`src/rtl/ohm_ram.sv`:
```
// generic single-port-write, single-port-read ram with registered read
module ohm_ram #(
    parameter int W = 8,
    parameter int D = 64
) (
    input  logic                 i_clk,
    input  logic                 i_we,
    input  logic [$clog2(D)-1:0] i_waddr,
    input  logic [W-1:0]         i_wdata,
    input  logic [$clog2(D)-1:0] i_raddr,
    output logic [W-1:0]         o_rdata
);

    logic [W-1:0] r_mem [D];
    logic [W-1:0] r_rdata;

    always_ff @(posedge i_clk) begin
        if (i_we) begin
            r_mem[i_waddr] <= i_wdata;
        end
        r_rdata <= r_mem[i_raddr];
    end

    assign o_rdata = r_rdata;

endmodule

```
`config.mk`:
```
export PLATFORM = sky130hd
export DESIGN_NAME = ohm_ram
export DESIGN_NICKNAME = d
export VERILOG_FILES = /design/src/rtl/ohm_ram.sv
export SDC_FILE = /design/constraint.sdc
export NUM_CORES = 1
export LEC_CHECK = 0
export CORE_ASPECT_RATIO = 1.5
export CORE_MARGIN = 2
export CORE_UTILIZATION = 45
export DETAILED_ROUTE_END_ITERATION = 10
export DONT_BUFFER_PORTS = 1
export REMOVE_ABC_BUFFERS = 1
export SETUP_SLACK_MARGIN = 0.3
export SLEW_MARGIN = 15
export SYNTH_ARGS = -nofsm -noshare
export SYNTH_HDL_FRONTEND = slang
export SYNTH_SLANG_ARGS = --single-unit
export TNS_END_PERCENT = 5
```
`constraint.sdc`:
```
create_clock -name i_clk -period 1.6 [get_ports i_clk]
set_input_delay 0.08 -clock i_clk [delete_from_list [all_inputs] [get_ports i_clk]]
set_output_delay 0.08 -clock i_clk [all_outputs]
set_load 0.02 [all_outputs]
```
# After elaboration in Yosys (flattened, before gate mapping)
# Memory sizes are Yosys's and may differ from the RTL's. A register that Yosys moved wholly into a read port is not among the register bits.
# Cells that the tools add are included.
# word_totals
wordCells,3
out_inout_bits,8
mem_bits_rw,512
reg_bits,0
in_bits,22
mem_count,1
# classes
mux,2
# mem_list
name,words,width,rd,rd_clocked_by_memory_dff,write_ports,line,rtl
r_mem,64,8,1,1,1,14,logic [W-1:0] r_mem [D];
# ops
operator,n
$mux 1,2

# Longest topological paths before layout
# depth
depth_word,2
ltp_mapped,9
mapped_depth_nobuf,5

# Worst setup path after synthesis
# Ideal clock, no wire load.
# synth_timing
path_kind,input-to-reg
from,input i_raddr[1]
to,"register r_rdata[3], in the netlist o_rdata[3] (read register of r_mem)"
setup_slack_ns,-0.148
path_buffers,3
path_stages,7
t_arrival_ns,1.620
cell_sequence,buf_4 > buf_2 > buf_2 > mux4_2 > mux4_2 > o21ai_1 > o41ai_1
# synth_rtl
item,line,rtl
from (decl),10,"input logic [$clog2(D)-1:0] i_raddr,"
to (decl),15,logic [W-1:0] r_rdata;

==> flow_summary.json <==
{
  "hold_class": "in2reg",
  "finalCritPeriodShare_pct": 123,
  "synth_edf_count": 512,
  "final_area_sq_mm": 0.0234,
  "synth-seq-cells": 520,
  "antenna_found_initial": 0,
  "violations": "hold timing, setup timing",
  "syn2layout_area_growth_pct": 15.9,
  "cts.clk_slew.worst_paths_ns": 0.07,
  "rows": 95,
  "min_path_cells": 1,
  "hold-worst-slack_ns": -0.365,
  "drt_wl_total_um": 46100,
  "final_core_util_pct": 52.4,
  "drive_above_1_share_pct": 30.7,
  "arrival_ns": 2.40,
  "path_class": "reg2reg",
  "avgSynthCellArea_sq_um": 21.5,
  "tightest_slew_ns": 1.23,
  "finalWeightedCongestion": 0.818,
  "fillers": 3451,
  "port_buffers": 0,
  "netlist_area_sq_mm": 0.0202,
  "track_usage_pct": 20.3,
  "rsz0062_at_grt": "yes",
  "ir_worst_vdd_mv": 0.992,
  "leakagePower_nw": 7.45,
  "rr_worst_depth": 5,
  "vias": 9689,
  "worstSetupEndpointType": "flop",
  "dieArea_sq_mm": 0.0466,
  "cp_slowest_stage_delay_ns": 0.50,
  "setup_violations": 8,
  "overflow": 0,
  "viasPerCell": 5.76,
  "clkLatencyLatePin_ns": 0.56,
  "postSynthCellCount": 940,
  "synthArstFlopShare_pct": 0,
  "fin_setup_tns_ns": -1.87,
  "wl_per_cell_um": 27.4,
  "synth.area.top_cells": "edfxtp_1, mux4_2, nor2_1, mux2i_1, dfxtp_1",
  "worstPathRequired_ns": 2.03,
  "synth_cell_types": 40,
  "critPathLaunchType": "flop",
  "root_buffer": "clkbuf_16",
  "antenna_cells": 0,
  "first_pass_iters": 5,
  "finClkSkew_ns": 0.0149,
  "die_h_um": 263,
  "synth_common_cells": "edfxtp_1, mux4_2, nor2_1",
  "final_nets": 1083,
  "grt_pass1_vias": 10000,
  "io_pins": 30,
  "yosysSeqAreaShare_pct": 77.0,
  "cts_sinks": 520,
  "cts_tree": "built",
  "synth_ff_type": "edfxtp_1",
  "yosysTopAreaCellShare_pct": 76.2,
  "place_ws_ns": -0.756,
  "grt_max_degree": 138,
  "slew_headroom_pct": 18.3,
  "ctsHtreeMaxLevel": 2,
  "yosysTopAreaCell": "edfxtp_1",
  "status": "finished, violations left",
  "setup_ws_ns": -0.370,
  "crit_chain": "mux4_2 > mux2_4 > o221a_4 > nor3_4 > o32ai_2",
  "slew_violations": 0,
  "cts-hold-fix-buffers": 21,
  "cpMaxStageDelayCell": "mux4_2",
  "fin_crit_ns": 1.97,
  "route.detailed.drc": 0,
  "drv_cap": 0,
  "dieWidth_um": 177,
  "cts_buffer_depth": 3,
  "synth.most_common_cell": "edfxtp_1",
  "start_util_pct": 45.2,
  "r2r_slack_ns": -0.37,
  "p_per_area_mw_per_mm2": 1180,
  "fmax_mhz": 507,
  "crit_fanout": 1,
  "dpl.hpwl_um": 26200,
  "finalHoldViolCount": 8,
  "cts_made_buffers": 46,
  "core_area_sq_mm": 0.0446,
  "initialDrtViolationCount": 843,
  "antenna_left": 0,
  "dpl-instance-area_sq_mm": 0.0214,
  "grt_pass1_wl_um": 67400,
  "yosysWarnings": 0
}
==> registers in the layout (all words and copies together) (netlist names) <==
signal / cells
r_mem: 512
o_rdata: 8
==> kinds of logic after synthesis <==
kind of cell           Yosys count  share of synthesized area [%]
flip-flops                     520                           77.0
multiplexers                   162                           15.9
AND/OR/NAND/NOR                153                           3.39
AO/OA/AOI/OAI                   54                           2.07
buffers and inverters           51                           1.57
==> metrics by stage <==
stage / total power, mW / std cells / hold slack [ns]
6_report: 27.6 / 1681 / -0.365
4_1_cts: 27.8 / 1681 / -0.386
2_1_floorplan: 16.0 / 889 / 0.179
3_5_place_dp: 16.3 / 1574 / 0.183
3_3_place_gp: 16.3 / 1574 / 0.183
5_1_grt: 28.3 / 1681 / -0.385
==> routing by layer <==
metal  track usage [%]  share of wire [%]  up-vias
li1                  -                  -     4160
met1              26.1                 40     5172
met2              34.7                 52      282
met3              3.50                5.1       75
met4              7.46                3.4        0
met5                 0                  0        -
==> report_power, final <==
part,internal [mW],leakage [nW],switching (mW),total [mW]
Sequential,15.1,4.67,0.0842,15.1
Combinational,0.597,2.03,0.613,1.21
Clock,6.39,0.751,4.85,11.2
Total,22.1,7.45,5.55,27.6
==> cell type report <==
type | count | area [sq um] | area share (%)
clock buffer | 57 | 1290 | 5.50
clock inverter | 29 | 262 | 1.12
multi-input combinational | 369 | 4420 | 18.9
sequential | 520 | 15500 | 66.5
tap | 582 | 728 | 3.12
timing repair buffer | 124 | 1130 | 4.85
==> cells in the final DEF, fill, tap and decap left out, types with 3 or more instances in the layout <==
cell           synthesis  final
a221oi_1               6      4
a211oi_1               4      4
o22ai_1                8      8
clkinvlp_4             0      5
dfxtp_1                8      8
clkbuf_16              0     49
nor2b_1               14     13
buf_16                 0      8
clkbuf_8               0      3
o2111ai_1              3      3
a21oi_1                3      3
nand3_1               13     12
nor3_1                 7      5
o2bb2ai_1              3      3
clkbuf_1              17      5
mux4_2               126    126
mux2i_1               23     23
edfxtp_1             512    512
o221ai_1               8      8
clkinv_1               0      8
dlygate4sd3_1          0     11
nand2b_1               7      7
mux2_2                13     11
nand3b_1               3      3
bufinv_16              0      4
buf_4                 13    102
nor2_1                83     82
nand2_1               19     19
a22oi_1                3      3
clkinv_2               0      9
==> final timing paths <==
path                startpoint         end
setup / recovery  r_mem[29][4]  o_rdata[4]
hold / removal      i_raddr[5]  o_rdata[5]
setup reg to reg  r_mem[29][4]  o_rdata[4]
hold reg to reg   r_mem[23][0]  o_rdata[0]
==> worst max-delay path, delay by kind of cell, from the launching register on <==
family	cells	cell delay, ns
multiplexers	2	0.80
AO/OA/AOI/OAI	2	0.44
flip-flops	1	0.37
AND/OR/NAND/NOR	1	0.24
==> repair_timing <==
action | CTS | global route
hold endpoints to repair | 587 | 8
setup buffers | 0 | 0
pin swaps | 5 | 0
setup endpoints to repair | 8 | 82
gates resized for setup | 10 | 15
No activity file was read; power rests on OpenSTA's default activity.
