$ cat config.mk
export PLATFORM = sky130hd
export DESIGN_NAME = ohm_hash
export DESIGN_NICKNAME = d
export VERILOG_FILES = /design/src/rtl/ohm_pkg.sv /design/src/rtl/ohm_hash.sv
export SDC_FILE = /design/constraint.sdc
export NUM_CORES = 2
export LEC_CHECK = 0
export BUFFER_PORTS_ARGS = -buffer_cell sky130_fd_sc_hd__buf_2
export CORE_UTILIZATION = 50
export CTS_BUF_LIST = sky130_fd_sc_hd__clkbuf_2 sky130_fd_sc_hd__clkbuf_4 sky130_fd_sc_hd__clkbuf_8
export CTS_CLUSTER_DIAMETER = 100
export CTS_CLUSTER_SIZE = 24
export DETAILED_ROUTE_END_ITERATION = 7
export GPL_TIMING_DRIVEN = 0
export PLACE_DENSITY = 0.76
export SLEW_MARGIN = 20
export SYNTH_ARGS = -nofsm -noshare
export SYNTH_HDL_FRONTEND = slang
export SYNTH_SLANG_ARGS = --single-unit
$ cat constraint.sdc
create_clock -name i_clk -period 25.4 [get_ports i_clk]
set_input_delay 1.27 -clock i_clk [delete_from_list [all_inputs] [get_ports i_clk]]
set_output_delay 1.27 -clock i_clk [all_outputs]
set_load 0.1 [all_outputs]
$ cat src/rtl/ohm_pkg.sv
// shared constants, codes and types for the ordered hash map engine
package ohm_pkg;

    localparam int BUCKETS     = 64;
    localparam int ENTRY_SLOTS = 64;
    localparam int MAX_RESULTS = 64;

    localparam int BKT_W  = $clog2(BUCKETS);
    localparam int EA_W   = $clog2(ENTRY_SLOTS);
    localparam int SLOT_W = $clog2(ENTRY_SLOTS + 2);
    localparam int CNT_W  = $clog2(ENTRY_SLOTS + 1);
    localparam int LIM_W  = 7;
    localparam int STS_W  = 3;
    localparam int FN_W   = 3;

    localparam logic [SLOT_W-1:0] CODE_EMPTY = SLOT_W'(ENTRY_SLOTS);
    localparam logic [SLOT_W-1:0] CODE_TOMB  = SLOT_W'(ENTRY_SLOTS + 1);

    localparam logic [63:0] MINUS_ZERO = 64'h8000_0000_0000_0000;
    localparam logic [63:0] HASH_C1    = 64'hff51_afd7_ed55_8ccd;
    localparam logic [63:0] HASH_C2    = 64'hc4ce_b9fe_1a85_ec53;
    localparam int          HASH_SH    = 33;

    localparam logic [LIM_W-1:0] LIMIT_RST = 7'd48;

    localparam logic [FN_W-1:0] F_SET  = 3'd0;
    localparam logic [FN_W-1:0] F_GET  = 3'd1;
    localparam logic [FN_W-1:0] F_DEL  = 3'd2;
    localparam logic [FN_W-1:0] F_CLR  = 3'd3;
    localparam logic [FN_W-1:0] F_WALK = 3'd4;

    localparam logic [STS_W-1:0] ST_OK     = 3'd0;
    localparam logic [STS_W-1:0] ST_INS    = 3'd1;
    localparam logic [STS_W-1:0] ST_ABSENT = 3'd2;
    localparam logic [STS_W-1:0] ST_FULL   = 3'd3;
    localparam logic [STS_W-1:0] ST_EMPTY  = 3'd4;

    typedef struct packed {
        logic        start;
        logic [63:0] key;
    } t_hash_req;

    typedef struct packed {
        logic             done;
        logic [BKT_W-1:0] bucket;
    } t_hash_rsp;

endpackage

$ cat src/rtl/ohm_hash.sv
// sequential mix-shift-multiply hash on one shared 32x32 multiplier
module ohm_hash (
    input  logic              i_clk,
    input  logic              i_rst_n,
    input  ohm_pkg::t_hash_req i_req,
    output ohm_pkg::t_hash_rsp o_rsp
);
    import ohm_pkg::*;

    logic [63:0]      r_a;
    logic [63:0]      r_acc;
    logic [63:0]      r_prod;
    logic [1:0]       r_step;
    logic             r_pass;
    logic             r_busy;
    logic             r_done;
    logic [BKT_W-1:0] r_bkt;

    logic [63:0] c;
    logic [31:0] a_part;
    logic [31:0] c_part;
    logic [63:0] prod;
    logic [63:0] sum;
    logic [63:0] mixed;

    always_comb begin
        c      = r_pass ? HASH_C2 : HASH_C1;
        a_part = (r_step == 2'd1) ? r_a[63:32] : r_a[31:0];
        c_part = (r_step == 2'd2) ? c[63:32] : c[31:0];
        prod   = a_part * c_part;
        sum    = r_acc + {r_prod[31:0], 32'h0};
        mixed  = sum ^ (sum >> HASH_SH);
    end

    always_ff @(posedge i_clk) begin
        if (!i_rst_n) begin
            r_busy <= 1'b0;
            r_done <= 1'b0;
        end else begin
            r_done <= 1'b0;
            if (i_req.start) begin
                r_a    <= i_req.key ^ (i_req.key >> HASH_SH);
                r_pass <= 1'b0;
                r_step <= 2'd0;
                r_busy <= 1'b1;
            end else if (r_busy) begin
                r_prod <= prod;
                unique case (r_step)
                    2'd0: begin
                        r_step <= 2'd1;
                    end
                    2'd1: begin
                        r_acc  <= r_prod;
                        r_step <= 2'd2;
                    end
                    2'd2: begin
                        r_acc  <= sum;
                        r_step <= 2'd3;
                    end
                    2'd3: begin
                        r_step <= 2'd0;
                        if (!r_pass) begin
                            r_a    <= mixed;
                            r_pass <= 1'b1;
                        end else begin
                            r_busy <= 1'b0;
                            r_done <= 1'b1;
                            r_bkt  <= mixed[BKT_W-1:0];
                        end
                    end
                endcase
            end
        end
    end

    assign o_rsp.done   = r_done;
    assign o_rsp.bucket = r_bkt;

    assert property (@(posedge i_clk) disable iff (!i_rst_n) r_done |-> !r_busy)
        else $error("hash done while busy");
    assert property (@(posedge i_clk) disable iff (!i_rst_n) r_done |-> $past(r_busy))
        else $error("hash done without work");
    assert property (@(posedge i_clk) disable iff (!i_rst_n)
        (r_busy && r_step == 2'd3 && r_pass) |=> r_done)
        else $error("hash finish lost");

endmodule

; ---- Yosys cells after proc, flatten, opt, wreduce, memory -nomap -nowiden
; Cells that the tools add are included.
; Widths: inputs -> output; s select.
[classes]
mux = 17
eq_ne = 4
addsub = 1
n_reduce_logical = 11
n_bitwise = 6
mul = 1
[op_table]
columns = op, count
row1 = $mux 64, 4
row2 = $pmux 64 s2, 1
row3 = $xor 64x31->64, 2
row4 = $add 64x64->64, 1
row5 = $mul 32x32->64, 1
row6 = $mux 32, 2
row7 = $mux 62, 1
row8 = $pmux 2 s4, 1
row9 = $reduce_and 4->1, 2
row10 = $mux 1, 7
row11 = $reduce_and 3->1, 2
row12 = $reduce_bool 2->1, 3
row13 = $reduce_and 5->1, 1
row14 = $eq 2x2->1 const B, 2
row15 = $not 1->1, 4
row16 = $reduce_or 4->1, 1
row17 = $eq 2x1->1 const B, 1
row18 = $logic_not 2->1, 1
row19 = $mux 2, 1
row20 = $ne 2x2->1 const B, 1
row21 = $reduce_and 2->1, 1
[totals]
output_inout_bits = 7
wordCells = 48
reg_bits = 203
inputBits = 67

; ---- Depth between registers and ports, before layout
[depth]
ltp_word = 6
ltp_mapped = 36
depth_no_buf = 31

; ---- Least setup slack after synthesis
; No wires, ideal clock.
[synth_timing]
path_type = register to register
start = reg r_step[0]
end = reg r_prod[59] (data pin)
setup_time_ns = 0.259
setup_slack_ns = 16.618
path_stages_with_launch = 34
period_less_slack_ns = 8.782
n_path_buf = 6
arrival_time_ns = 8.523
required_ns = 25.141
path_cell_list = edfxtp_1 > inv_1 > ha_1 > clkbuf_1 > inv_1 > clkbuf_1 > ha_1 > clkbuf_1 > clkbuf_1 > clkbuf_1 > clkbuf_1 > nor2_1 > fa_1 > fa_1 > fa_1 > inv_1 > fa_1 > inv_1 > fa_1 > fa_1 > fa_1 > inv_1 > fa_1 > inv_1 > ha_1 > a21o_1 > o21bai_1 > nor4_1 > o211ai_1 > nand3_1 > a2bb2oi_1 > a31oi_1 > o21ai_0 > xnor2_1
[synth_via]
elab_chain_len = 3
word_cells_on_any_way = 5
classes_between = mul: 1 / eq/ne: 2 / mux: 2
[synth_rtl]
columns = item, line_no
row1 = "start, declared", ohm_hash.sv:13  ; logic [1:0] r_step;
row2 = "start signal, assigned", ohm_hash.sv:44  ; r_step <= 2'd0;
row3 = "start signal, assigned", ohm_hash.sv:50  ; r_step <= 2'd1;
row4 = "start signal, assigned", ohm_hash.sv:54  ; r_step <= 2'd2;
row5 = $eq 2x1->1 or $eq 2x2->1 (tied branches), "ohm_hash.sv:28, ohm_hash.sv:29"
row6 = "$mux 32, on equally long branches", "ohm_hash.sv:28, ohm_hash.sv:29"
row7 = $mul 32x32->64 (*), ohm_hash.sv:30  ; prod = a_part * c_part;
row8 = named net prod[59], ohm_hash.sv:22  ; logic [63:0] prod;
row9 = "end signal, assigned", ohm_hash.sv:47  ; r_prod <= prod;
row10 = "end, declared", ohm_hash.sv:12  ; logic [63:0] r_prod;
; Mark *: on every way through the listed nets, which the timed path passes. The rest lies on a longest branch.
; A chain may end at the register's enable or synchronous reset.

; ---- Final worst setup path
[layout_timing]
start = reg r_step[0]
end = reg r_prod[43] (data pin)
; The elaborated chain is that of the path after synthesis.

==> flow_metrics.env <==
export IMPL_status="completed"
export IMPL_drc=0
export IMPL_finalNetCount=5446
export IMPL_routed_wirelength_um=130000
export IMPL_grt_pass1_vias=30900
export IMPL_ant_nets=0
export IMPL_drt_iter0_markers=3406
export IMPL_post_cts_buffers=0
export IMPL_fin_hold_ws_ns=0.571
export IMPL_relSlewSlack_pct=6.55
export IMPL_cp_slowest_cell="clkbuf_1"
export IMPL_critPathMostFrequentCell="fa_1"
export IMPL_syn_inst=4118
export IMPL_num_vias=30100
export IMPL_multiInputGateArea_mm2=0.0303
export IMPL_cts_buffers=12
export IMPL_antenna_found_initial=4
export IMPL_fin_tns_setup_ns=0
export IMPL_cts_htree_levels=1
export IMPL_die_h_um=287
export IMPL_area_sequential_mm2=0.00608
export IMPL_placed_cells=5256
export IMPL_routabilityCongestion=1.10
export IMPL_synthFlopType="edfxtp_1"
export IMPL_grt_overflow=0
export IMPL_fin_cells=5279
export IMPL_syn_to_final_growth_pct=5.15
export IMPL_maxCapViolCount=0
export IMPL_initial_core_util_pct=50.4
export IMPL_cts_tree="built"
export IMPL_clkSinkCount=203
export IMPL_grt_pass1_wl_um=194000
export IMPL_holdCritPathClass="reg2reg"
export IMPL_grt_max_degree=30
export IMPL_die_area_mm2=0.0823
export IMPL_syn_area_per_cell_um2=9.85
export IMPL_clockBufferDepth=3
export IMPL_clock_skew_ns=0.0377
export IMPL_max_freq_mhz=74.6
export IMPL_synthTopCellsByArea="fa_1 38%, edfxtp_1 15%, ha_1 12%"
export IMPL_path_buf_inv=12
export IMPL_portBuffers=72
export IMPL_io_pins=74
export IMPL_critPathRequiredTime_ns=25.66
export IMPL_drive_gt1_share_pct=5.25
export IMPL_rsz0062_at_grt="no"
export IMPL_worstSetupPathType="reg2reg"
export IMPL_cpPeakStageDelay_ns=1.08
export IMPL_track_usage_pct=32.5
export IMPL_first_pass_iters=6
export IMPL_syn_num_nets=5354
export IMPL_synth_cell_types=79
export IMPL_cts_resized=0
export IMPL_ys_seq_area_share_pct=15.0
export IMPL_placementRows=104
export IMPL_ctsHoldBuffers=0
export IMPL_via_per_inst=5.70
export IMPL_core_area_mm2=0.0804
export IMPL_dp_hpwl_um=113000
export IMPL_cp_start_kind="flip-flop"
export IMPL_end_kind="flip-flop"
export IMPL_async_flop_share_pct=0
export IMPL_synth_edff_count=201
export IMPL_finalCritPeriodShare_pct=52.8
export IMPL_clk_pin_slew_ns=0.15
export IMPL_yosysWarnings=0
export IMPL_cp_max_fo=13
export IMPL_finalSetupViolations=0
export IMPL_netlist_area_mm2=0.0406
export IMPL_final_min_clock_period_ns=13.41
export IMPL_cp_top_family="adder cells"
export IMPL_hold_violations=0
export IMPL_clock_root_buffer="clkbuf_8"
export IMPL_slew_viol_final=0
export IMPL_die_width_um=287
export IMPL_worstMarginPinSlew_ns=1.40
export IMPL_routedWlPerCell_um=24.6
export IMPL_cp_arrival_ns=13.66
export IMPL_ys_ff_latch=203
export IMPL_clkLatencyLatePin_ns=0.54
export IMPL_yosysTopAreaCellShare_pct=37.9
export IMPL_yosysTopAreaCell="fa_1"
export IMPL_nFillCells=7211
==> layout by cell type (no fill, tap or decap), types with 24 or more instances in the layout <==
cell type,n
o21bai_1,36
and3_1,24
o21ai_0,87
nor3_1,30
and2_1,42
buf_2,78
nor2b_1,53
nand3_1,32
mux2_2,49
xor2_1,84
a21oi_1,144
or2_2,24
ha_1,400
nand2b_1,49
nand2_1,275
clkbuf_1,102
a21o_1,88
edfxtp_1,201
nor2_1,263
inv_1,993
xnor2_1,134
fa_1,769
==> state kept, by name, indices dropped and copies added, names as in the netlist <==
register,count
r_step,2
r_done,1
r_pass,1
r_a,64
r_prod,64
r_busy,1
r_acc,64
r_bkt,6
==> synthesized netlist by cell type (all sizes together) (3+ instances only) <==
library cell,number
a21o,88
fa,769
or2,24
nand2,275
edfxtp,201
nand4,19
mux2,53
o221ai,3
o21a,17
nor4,7
mux2i,29
and2,43
a21boi,4
a221oi,5
xor2,84
o311ai,4
o21bai,37
inv,995
a211oi,12
o31a,6
nor2,265
nor2b,54
nor3,30
clkbuf,106
maj3,9
a31oi,12
nand2b,49
and3,25
ha,400
a21oi,145
a31o,6
or3,9
o31ai,5
o211ai,11
nand3,32
clkinv,8
buf,15
xnor2,134
o21ai,96
o211a,3
==> metal layers <==
| metal | routed length, um | vias to the layer above | part of all wire (%) | track usage, % |
|---|---|---|---|---|
| li1 | - | 12900 | - | - |
| met2 | 54600 | 1796 | 42 | 46.6 |
| met1 | 48900 | 14900 | 38 | 43.5 |
| met5 | 0 | - | 0 | 0 |
| met4 | 10500 | 0 | 8.0 | 20.9 |
| met3 | 16100 | 409 | 12 | 8.76 |
==> stage by stage <==
stage	setup slack (ns)	util, %	cell area, um^2
floorplan	16.62	-	40600
global placement	12.77	52.5	42300
detailed placement	12.91	52.8	42400
CTS	12.87	53.0	42600
global route	12.03	53.0	42600
finish	11.99	53.0	42700
==> area by class of cell <==
class / count / share of cell area [%]
Tap cell: 1060 / 3.11
Timing Repair Buffer: 78 / 1.13
Clock buffer: 16 / 0.472
Antenna cell: 6 / 0.0352
Buffer: 121 / 1.10
Inverter: 1003 / 8.83
Multi-Input combinational cell: 2791 / 71.0
Clock inverter: 1 / 0.0381
Sequential cell: 203 / 14.2
==> final timing paths <==
kind / startpoint / end / slack, ns / cells past startpoint
max reg2reg: r_step[0]$_SDFFCE_PP0P_ / r_prod[43]$_DFFE_PP_ / 11.99 / 32
max: r_step[0]$_SDFFCE_PP0P_ / r_prod[43]$_DFFE_PP_ / 11.99 / 32
min: r_prod[36]$_DFFE_PP_ / r_acc[36]$_DFFE_PP_ / 0.57 / 1
min reg2reg: r_prod[36]$_DFFE_PP_ / r_acc[36]$_DFFE_PP_ / 0.57 / 1
==> logic make-up after synthesis <==
| logic type | after synthesis | synth area share (%) |
|---|---|---|
| compound gates | 474 | 7.65 |
| xor+xnor | 220 | 4.82 |
| fa+ha+maj | 1178 | 50.5 |
| buf+inv | 1124 | 10.4 |
| flops | 203 | 15.0 |
| mux | 82 | 2.20 |
| other cells | 1 | 0.00924 |
| simple gates | 836 | 9.42 |
Power is not shown: default switching activity piles up to over one toggle a cycle in this logic, so the estimate is an artifact.
